==> config.mk <==
export PLATFORM = sky130hd
export DESIGN_NAME = fingerprint_packet_parser_top
export DESIGN_NICKNAME = d
export VERILOG_FILES = /design/src/fpp_pkg.sv /design/src/fingerprint_packet_parser_top.sv
export SDC_FILE = /design/constraint.sdc
export NUM_CORES = 1
export LEC_CHECK = 0
export BUFFER_PORTS_ARGS = -buffer_cell sky130_fd_sc_hd__buf_2
export CAP_MARGIN = 20
export CORE_ASPECT_RATIO = 1.75
export CORE_UTILIZATION = 40
export DETAILED_ROUTE_END_ITERATION = 8
export GPL_TIMING_DRIVEN = 0
export SYNTH_ARGS = -nofsm -noshare
export SYNTH_HDL_FRONTEND = slang
export SYNTH_SLANG_ARGS = --single-unit
==> constraint.sdc <==
create_clock -name clk -period 3.55 [get_ports clk]
set_input_delay 0.1775 -clock clk [delete_from_list [all_inputs] [get_ports clk]]
set_output_delay 0.1775 -clock clk [all_outputs]
set_load 0.02 [all_outputs]
==> src/fpp_pkg.sv <==
// Types and constants for the fingerprint packet parser
`default_nettype none

package fpp_pkg;

  localparam logic [7:0] HDR_BYTE0 = 8'hEF;
  localparam logic [7:0] HDR_BYTE1 = 8'h01;

  localparam logic [7:0] ID_CMD  = 8'd1;
  localparam logic [7:0] ID_DATA = 8'd2;
  localparam logic [7:0] ID_ACK  = 8'd7;
  localparam logic [7:0] ID_END  = 8'd8;

  localparam logic [2:0] KIND_UNKNOWN = 3'd0;
  localparam logic [2:0] KIND_COMMAND = 3'd1;
  localparam logic [2:0] KIND_DATA    = 3'd2;
  localparam logic [2:0] KIND_ACK     = 3'd3;
  localparam logic [2:0] KIND_END     = 3'd4;

  localparam logic [1:0] ST_NONE    = 2'd0;
  localparam logic [1:0] ST_GOOD    = 2'd1;
  localparam logic [1:0] ST_CSUM    = 2'd2;
  localparam logic [1:0] ST_LEN_ERR = 2'd3;

  localparam logic [15:0] MIN_LENGTH = 16'd2;

  typedef enum logic [11:0] {
    PH_HUNT_EF = 12'b0000_0000_0001,
    PH_HUNT_01 = 12'b0000_0000_0010,
    PH_ADDR0   = 12'b0000_0000_0100,
    PH_ADDR1   = 12'b0000_0000_1000,
    PH_ADDR2   = 12'b0000_0001_0000,
    PH_ADDR3   = 12'b0000_0010_0000,
    PH_KIND    = 12'b0000_0100_0000,
    PH_LEN0    = 12'b0000_1000_0000,
    PH_LEN1    = 12'b0001_0000_0000,
    PH_DATA    = 12'b0010_0000_0000,
    PH_CS0     = 12'b0100_0000_0000,
    PH_CS1     = 12'b1000_0000_0000
  } phase_t;

endpackage

`default_nettype wire

==> src/fingerprint_packet_parser_top.sv <==
// Fingerprint module serial packet parser, top level
//
//  channel | direction | handshake           | payload
//  in_     | input     | in_valid / in_stall | in_rx_byte
//  out_    | output    | out_valid/out_stall | status, payload, address, kind, length
//
//  One byte in per cycle unless in_stall is high; each byte gives one result
//  in the next cycle, from the result register loaded by the phase state machine.
//  Sync active-low reset returns to header hunt and clears all parse state.
//  in_stall rises only while a result is held and out_stall is high.
`default_nettype none

module fingerprint_packet_parser_top #(
  parameter int MAX_PACKET_LENGTH = 256
) (
  input  wire logic        clk,
  input  wire logic        rst_n,
  input  wire logic        in_valid,
  output logic             in_stall,
  input  wire logic [7:0]  in_rx_byte,
  output logic             out_valid,
  input  wire logic        out_stall,
  output logic [1:0]       out_status,
  output logic             out_payload_valid,
  output logic [7:0]       out_payload_byte,
  output logic [7:0]       out_payload_index,
  output logic [31:0]      out_module_address,
  output logic [2:0]       out_packet_kind,
  output logic [15:0]      out_packet_length
);

  import fpp_pkg::*;

  localparam int CNT_W = $clog2(MAX_PACKET_LENGTH);
  localparam logic [15:0] MAX_LEN = 16'(MAX_PACKET_LENGTH);

  phase_t             phase_r, phase_nxt;
  logic [31:0]        address_r, address_nxt;
  logic [2:0]         kind_r, kind_nxt;
  logic [15:0]        length_r, length_nxt;
  logic [CNT_W-1:0]   count_r, count_nxt;
  logic [15:0]        sum_r, sum_nxt;
  logic [7:0]         csum_hi_r, csum_hi_nxt;

  logic               out_valid_r;
  logic [1:0]         status_r, status_nxt;
  logic               pvalid_r, pvalid_nxt;
  logic [7:0]         pbyte_r, pbyte_nxt;
  logic [7:0]         pindex_r, pindex_nxt;

  logic               accept;
  logic [15:0]        len_full;
  logic [15:0]        count_ext;
  logic [16:0]        count_end;

  assign in_stall = out_valid_r & out_stall;
  assign accept   = in_valid & ~in_stall;

  assign len_full  = {length_r[15:8], in_rx_byte};
  assign count_ext = 16'(count_r);
  assign count_end = 17'(count_ext) + 17'd3;

  always_comb begin
    phase_nxt   = phase_r;
    address_nxt = address_r;
    kind_nxt    = kind_r;
    length_nxt  = length_r;
    count_nxt   = count_r;
    sum_nxt     = sum_r;
    csum_hi_nxt = csum_hi_r;
    status_nxt  = ST_NONE;
    pvalid_nxt  = 1'b0;
    pbyte_nxt   = 8'd0;
    pindex_nxt  = 8'd0;
    unique case (phase_r)
      PH_HUNT_EF: begin
        if (in_rx_byte == HDR_BYTE0) phase_nxt = PH_HUNT_01;
      end
      PH_HUNT_01: begin
        phase_nxt = (in_rx_byte == HDR_BYTE1) ? PH_ADDR0 : PH_HUNT_EF;
      end
      PH_ADDR0: begin
        address_nxt = {in_rx_byte, 24'd0};
        phase_nxt   = PH_ADDR1;
      end
      PH_ADDR1: begin
        address_nxt[23:16] = in_rx_byte;
        phase_nxt          = PH_ADDR2;
      end
      PH_ADDR2: begin
        address_nxt[15:8] = in_rx_byte;
        phase_nxt         = PH_ADDR3;
      end
      PH_ADDR3: begin
        address_nxt[7:0] = in_rx_byte;
        phase_nxt        = PH_KIND;
      end
      PH_KIND: begin
        sum_nxt = 16'(in_rx_byte);
        case (in_rx_byte)
          ID_CMD:  kind_nxt = KIND_COMMAND;
          ID_DATA: kind_nxt = KIND_DATA;
          ID_ACK:  kind_nxt = KIND_ACK;
          ID_END:  kind_nxt = KIND_END;
          default: kind_nxt = KIND_UNKNOWN;
        endcase
        phase_nxt = PH_LEN0;
      end
      PH_LEN0: begin
        sum_nxt    = sum_r + 16'(in_rx_byte);
        length_nxt = {in_rx_byte, 8'd0};
        phase_nxt  = PH_LEN1;
      end
      PH_LEN1: begin
        sum_nxt    = sum_r + 16'(in_rx_byte);
        length_nxt = len_full;
        if (len_full > MAX_LEN || len_full < MIN_LENGTH) begin
          status_nxt = ST_LEN_ERR;
          phase_nxt  = PH_HUNT_EF;
        end else if (len_full == MIN_LENGTH) begin
          phase_nxt = PH_CS0;
        end else begin
          count_nxt = '0;
          phase_nxt = PH_DATA;
        end
      end
      PH_DATA: begin
        sum_nxt    = sum_r + 16'(in_rx_byte);
        pvalid_nxt = 1'b1;
        pbyte_nxt  = in_rx_byte;
        pindex_nxt = count_ext[7:0];
        count_nxt  = count_r + 1'b1;
        if (count_end >= 17'(length_r)) phase_nxt = PH_CS0;
      end
      PH_CS0: begin
        csum_hi_nxt = in_rx_byte;
        phase_nxt   = PH_CS1;
      end
      PH_CS1: begin
        status_nxt = ({csum_hi_r, in_rx_byte} == sum_r) ? ST_GOOD : ST_CSUM;
        phase_nxt  = PH_HUNT_EF;
      end
      default: begin
        phase_nxt = PH_HUNT_EF;
      end
    endcase
  end

  always_ff @(posedge clk) begin
    if (!rst_n) begin
      phase_r     <= PH_HUNT_EF;
      address_r   <= '0;
      kind_r      <= '0;
      length_r    <= '0;
      count_r     <= '0;
      sum_r       <= '0;
      csum_hi_r   <= '0;
      out_valid_r <= 1'b0;
    end else begin
      out_valid_r <= accept | in_stall;
      if (accept) begin
        phase_r   <= phase_nxt;
        address_r <= address_nxt;
        kind_r    <= kind_nxt;
        length_r  <= length_nxt;
        count_r   <= count_nxt;
        sum_r     <= sum_nxt;
        csum_hi_r <= csum_hi_nxt;
      end
    end
  end

  always_ff @(posedge clk) begin
    if (accept) begin
      status_r <= status_nxt;
      pvalid_r <= pvalid_nxt;
      pbyte_r  <= pbyte_nxt;
      pindex_r <= pindex_nxt;
    end
  end

  assign out_valid          = out_valid_r;
  assign out_status         = status_r;
  assign out_payload_valid  = pvalid_r;
  assign out_payload_byte   = pbyte_r;
  assign out_payload_index  = pindex_r;
  assign out_module_address = address_r;
  assign out_packet_kind    = kind_r;
  assign out_packet_length  = length_r;

endmodule

`default_nettype wire

Yosys cells after proc, flatten, opt, wreduce, memory -nomap -nowiden
Index checks and enable logic that the tools add are counted.
{ "totals": {"reg_bits": 115, "output_inout_bits": 72, "elab_cells": 88} }
{ "op_classes": {"magnitude_cmp": 3, "bitwise": 5, "add_sub_neg": 3, "n_mux": 19, "n_reduce_logical": 19, "n_eq_ne": 23} }
{ "ops": {"columns": ["op", "count"], "rows": [
  ["12-bit case mux with 11 select lines", 1],
  ["16-bit case mux with 2 select lines", 2],
  ["8-bit case mux with 2 select lines", 4],
  ["12-bit 2-to-1 mux", 2],
  ["11-bit 2-to-1 mux", 2],
  ["16-bit by 8-bit adder with 16-bit output", 1],
  ["16-bit == test", 1],
  ["16-bit by 2-bit == test with 1-bit output (second input constant)", 1],
  ["9-bit by 16-bit >= comparator with 1-bit output", 1],
  ["16-bit by 9-bit > comparator with 1-bit output (second input constant)", 1],
  ["16-bit by 2-bit less-than comparator with 1-bit output (second input constant)", 1],
  ["8-bit 2-to-1 mux", 2],
  ["2-bit AND reduction", 8],
  ["12-bit by 1-bit == test with 1-bit output (second input constant)", 1],
  ["12-bit by 10-bit == test with 1-bit output (second input constant)", 1],
  ["12-bit by 11-bit == test with 1-bit output (second input constant)", 1],
  ["12-bit == test (second input constant)", 1],
  ["12-bit by 2-bit == test with 1-bit output (second input constant)", 1],
  ["12-bit by 3-bit == test with 1-bit output (second input constant)", 1],
  ["12-bit by 4-bit == test with 1-bit output (second input constant)", 1],
  ["12-bit by 5-bit == test with 1-bit output (second input constant)", 1],
  ["12-bit by 6-bit == test with 1-bit output (second input constant)", 1],
  ["12-bit by 7-bit == test with 1-bit output (second input constant)", 1],
  ["12-bit by 8-bit == test with 1-bit output (second input constant)", 1],
  ["other kinds (22)", 34]
]} }

Logic depth before layout (Yosys ltp)
{ "logic_depth": {"word_depth": 4, "depth_mapped": 11} }

Least setup slack after synthesis
OpenSTA, ideal clock, no wires.
{ "synth_timing": {"path_type": "reg2reg", "from": "register out_valid_r, in the netlist out_valid", "to": "register length_r[0], in the netlist out_packet_length[0]", "setup_time_ns": 0.128, "path_stages_with_launch": 11, "slack_ns": 0.735, "t_arrival_ns": 2.687, "t_required_ns": 3.422, "path_buffers": 3, "period_less_slack_ns": 2.815, "path_cell_list": "dfxtp_1 > and2_1 > nand2b_1 > buf_2 > inv_1 > clkbuf_1 > and3_1 > clkbuf_1 > a21oi_1 > a22oi_1 > nor2_1"} }
{ "synth_between": {"elab_chain_cells": 4} }
{ "synth_lines": {"columns": ["item", "line", "source"], "rows": [
  ["start: declaration", "fingerprint_packet_parser_top.sv:45", "logic out_valid_r;"],
  ["start signal: assignment", "fingerprint_packet_parser_top.sv:160", "out_valid_r <= accept | in_stall;"],
  ["1-bit bitwise AND", "fingerprint_packet_parser_top.sv:56", "assign in_stall = out_valid_r & out_stall;"],
  ["named net in_stall", "fingerprint_packet_parser_top.sv:19", "output logic in_stall,"],
  ["1-bit inverter", "fingerprint_packet_parser_top.sv:57", "assign accept = in_valid & ~in_stall;"],
  ["1-bit bitwise AND", "fingerprint_packet_parser_top.sv:57", null],
  ["named net accept", "fingerprint_packet_parser_top.sv:51", "logic accept;"],
  ["2-bit AND reduction (no line)", null, null],
  ["end signal: assignment", "fingerprint_packet_parser_top.sv:165", "length_r <= length_nxt;"],
  ["end: declaration", "fingerprint_packet_parser_top.sv:40", "logic [15:0] length_r, length_nxt;"]
]} }
The timed path passes the listed nets, and every way through them passes these cells.
A chain may end at the register's enable or synchronous reset.

Worst setup path after layout
{ "layout_timing": {"from": "register count_r[2]", "to": "register phase_r[0]"} }
{ "layout_between": {"elab_chain_cells": 4} }
{ "layout_lines": {"columns": ["item", "line", "source"], "rows": [
  ["start: declaration", "fingerprint_packet_parser_top.sv:41", "logic [CNT_W-1:0] count_r, count_nxt;"],
  ["start signal: assignment", "fingerprint_packet_parser_top.sv:166", "count_r <= count_nxt;"],
  ["8-bit by 2-bit adder with 9-bit output", "fingerprint_packet_parser_top.sv:61", "assign count_end = 17'(count_ext) + 17'd3;"],
  ["9-bit by 16-bit >= comparator with 1-bit output", "fingerprint_packet_parser_top.sv:133", "if (count_end >= 17'(length_r)) phase_nxt = PH_CS0;"],
  ["2-bit != test (no line)", null, null],
  ["3-bit AND reduction (no line)", null, null],
  ["end signal: assignment", "fingerprint_packet_parser_top.sv:162", "phase_r <= phase_nxt;"],
  ["end: declaration", "fingerprint_packet_parser_top.sv:37", "phase_t phase_r, phase_nxt;"]
]} }
Every way passes these cells.

==> impl_summary.txt <==
----------------------------------------------------
[Run status]
  Status ... complete, no violations

[Job]
  Number of maximum-capacitance constraint violations ... 0

[Placed design]
  Placed Area ... between 6000 and 7000 um2
  Total instance count after detailed placement ... 918
  Number of port buffers ... approximately 80
  Weighted congestion at the end of routability-driven global placement ... between 0.8 and 0.9
  Detail Placement HPWL ... about 13000 um

[STA]
  Remaining max-slew budget at the tightest pin ... 0.273
  Tightest Pin Transition ... 1.08 ns
  Unrepaired setup endpoints after global routing ... false
  Clk_skew ... around 0.0085 ns
  Hold_ws ... roughly 0.12 ns
  Time the final worst path needs with I/O delays and setup ... approximately 3.0 ns
  Tcrit/Tclk final ... 0.857
  Hold violation total from the final report ... 0
  Number of pins with negative max-slew slack in the final report ... 0
  Setup violation total in the final timing report ... 0
  Fmax ... around 0.33 GHz
  Total Negative Setup Slacks ... 0 ns

[Clocking]
  H-tree lvl count ... 4
  Buffer cell driving the clock tree root ... sky130_fd_sc_hd__clkbuf_16
  Clock Latency Late Sink ... 0.42 ns
  # Post-CTS Setup Buffers ... 0
  TritonCTS Buffers ... 17
  Post-CTS Resized ... 0
  Clock-pin slew on the worst setup and hold paths ... ~0.06 ns
  CTS tree ... built
  Hold buffer count at cts ... 1
  Clock buffer depth ... 2
  Number of clock sinks seen by CTS ... 115

[Die]
  Number of placed I/O pins ... between 80 and 90
  Chip Height ... approximately 160 um
  Initial cell density of the core ... 0.410
  Area enclosed by the die boundary ... roughly 15000 um2
  Die Wd ... just over 90 um
  Core outline area ... ~14000 um2
  Row count ... 57

[Route]
  Count of nets left with antenna violations after detail routing ... 0
  First DRT Iteration DRCs ... approximately 450
  Number of vias after detailed routing ... between 5k and 6k
  Sum of routed wire length over all layers ... 17700 um
  Average via count per standard cell ... around 5.7
  WL per Instance ... around 19 um
  Remaining DRCs ... 0
  Detailed Routing Iterations Pass 1 ... 5

[Setup path]
  End of the critical path ... phase_r[0]$_SDFFE_PN1P_
  Arrival time at the worst endpoint ... around 3.3 ns
  Launch point of the worst path ... count_r[2]$_SDFFE_PN0P_
  Register-to-Register Setup Slack ... 0.51 ns
  Cell family with most CP delay ... compound AO/OA/AOI/OAI gates
  Data required time at the worst endpoint ... 3.80 ns
  Slowest stage cell on the critical path ... sky130_fd_sc_hd__a221oi_1
  Cells on worst reg2reg path ... 11
  Instance count on the critical path ... 11
  Critical Path, Cell by Cell ... clkbuf_1, o21ai_0, nor2_1, xor2_1, ha_1, a21oi_1, o21ai_0, a221oi_1, o21ai_0, a211oi_1, a31oi_1
  Setup CP Type ... reg2reg
  Library cell appearing most often on the critical path ... sky130_fd_sc_hd__o21ai_0
  Buffer and inverter count on the worst path ... 1
  End of the worst register-to-register path ... phase_r[0]$_SDFFE_PN1P_
  Critical Path Start Type ... flip-flop
  Maximum fanout along the worst path ... 10
  Worst setup EP type ... flip-flop
  Crit Reg-Reg Startpoint ... count_r[2]$_SDFFE_PN0P_
  Delay of the slowest critical-path stage ... around 0.36 ns

[Final layout]
  Area Overhead vs Synth ... 21.8%
  Total inserted antenna cells ... 0
  Summed area of non-filler cells in the final layout ... 6940 um2
  Fraction of layout instances using a drive strength above 1 ... 0.178
  Layout Cells excl Fill ... roughly 950
  Final #Nets ... ~800
  Fill count ... ~1.4k

[Yosys]
  Count leader, synth ... sky130_fd_sc_hd__dfxtp_1
  Synthesized instance count ... about 660
  Most used flip-flop cell after synthesis ... sky130_fd_sc_hd__dfxtp_1
  Share of the synthesized area in the top cell type ... 0.337
  Number of distinct library cells after synthesis ... 60
  Cell type with the highest aggregate area in the netlist ... sky130_fd_sc_hd__dfxtp_1
  Count of yosys warnings during synthesis ... 0
  Register bit total from synthesis ... about 120
  Main area contributors after synthesis ... sky130_fd_sc_hd__dfxtp_1, sky130_fd_sc_hd__edfxtp_1, sky130_fd_sc_hd__nand2_1
  Top cells by instance count after synthesis ... sky130_fd_sc_hd__dfxtp_1, sky130_fd_sc_hd__nand2_1, sky130_fd_sc_hd__nor2_1, sky130_fd_sc_hd__a21oi_1
  Mean instance size in the synthesized netlist ... 8.66 um2
  Fraction of the yosys area taken by sequential cells ... 0.438
  Number of enable-type register cells in the synthesized netlist ... 19
  Post-Syn Nets ... 690
  Async S/R FF share, synth ... 0
  Area of the mapped netlist ... 5700 um2

[Power]
  IR Drop Worst-Case VDD ... ~0.3 mV
  Cell Pwr Density ... 492 nW/um2
  Leakage Power ... 2.71 nW
  Sum of internal, switching and leakage power ... 3.42 mW

[Global routing]
  Global-route wire length before repair ... approximately 28000 um
  Pin count of the biggest net entering global routing ... 19
  Global-route total usage across every layer ... 0.246
  Number of antenna violations at the first check in global routing ... 0
  Aggregate global routing overflow ... 0
  Number of global-route vias before repair ... between 5k and 6k

[Min path]
  Class of the worst hold path ... in2reg

----------------------------------------------------
flip-flops by register name (all words and copies together), names as in the netlist, 3 cells and up:
signal	cells
out_payload_index	8
sum_r	16
out_packet_kind	3
phase_r	12
out_packet_length	16
count_r	8
out_payload_byte	8
csum_hi_r	8
out_module_address	32
worst reg2reg max path, delay by kind of cell, from the launching register on:
kind / cells / cell delay, ns
AOI/OAI and AO/OA: 7 / 1.62
xor gates and xnor gates: 1 / 0.19
adders and majority gates: 1 / 0.27
buffers and inverters: 1 / 0.33
DFF: 1 / 0.30
and+or+nand+nor: 1 / 0.17
routing by layer:
layer | up-vias | track usage | wire, um
li1 | 2575 | - | -
met1 | 2598 | 0.265 | 6780
met2 | 186 | 0.458 | 9670
met3 | 37 | 0.0462 | 780
met4 | 0 | 0.104 | 506
met5 | - | 0 | 0
per-stage QoR:
step	util	setup slack, ns
detailed placement	0.456	0.364
global placement	0.455	0.221
CTS	0.499	0.537
finish	0.499	0.509
global route	0.499	0.232
floorplan	-	0.735
cells by family (layout without fill, tap and decap cells):
logic type               Yosys count  count (layout)  synth area share
AND/OR/NAND/NOR                  276             276             0.252
AO/OA/AOI/OAI                    154             154             0.170
flip-flops                       115             115             0.438
buffers and inverters             58             174            0.0402
XOR/XNOR                          26              26            0.0400
adder cells (fa/ha/maj)           20              20            0.0452
multiplexers                       9               9            0.0158
cells in the final DEF, fill, tap and decap left out, drive strengths merged, types with 23 or more instances in the layout:
| cell | n |
|---|---|
| a21oi | 50 |
| a22oi | 23 |
| buf | 87 |
| clkbuf | 50 |
| dfxtp | 96 |
| inv | 29 |
| nand2 | 77 |
| nand3 | 25 |
| nor2 | 67 |
| o21ai | 33 |
area by class of cell:
type	instances	area (um2)	area share
multi-input combinational	485	2980	0.429
tap	177	221	0.0319
timing repair buffer	84	435	0.0627
inverter	22	82.6	0.0119
clock inverter	14	136	0.0197
sequential	115	2490	0.359
buffer	36	146	0.0211
clock buffer	18	450	0.0649
worst min-delay path by stage:
stage,startpoint,to,depth (start not counted)
after global placement,in_valid,out_valid$_SDFF_PN0_,2
final,out_stall,out_valid$_SDFF_PN0_,3
after CTS,out_stall,out_valid$_SDFF_PN0_,3
after global routing,out_stall,out_valid$_SDFF_PN0_,3
after detailed placement,in_valid,out_valid$_SDFF_PN0_,2
after floorplan,in_valid,out_valid$_SDFF_PN0_,1
power by group:
| group | leakage [nW] | total (mW) | internal, mW | switching, mW |
|---|---|---|---|---|
| Clock | 0.283 | 1.68 | 0.967 | 0.715 |
| Sequential | 0.965 | 1.38 | 1.35 | 0.0321 |
| Combinational | 1.46 | 0.355 | 0.114 | 0.241 |
| Total | 2.71 | 3.42 | 2.43 | 0.988 |
Power figures use the tool's default switching activity.
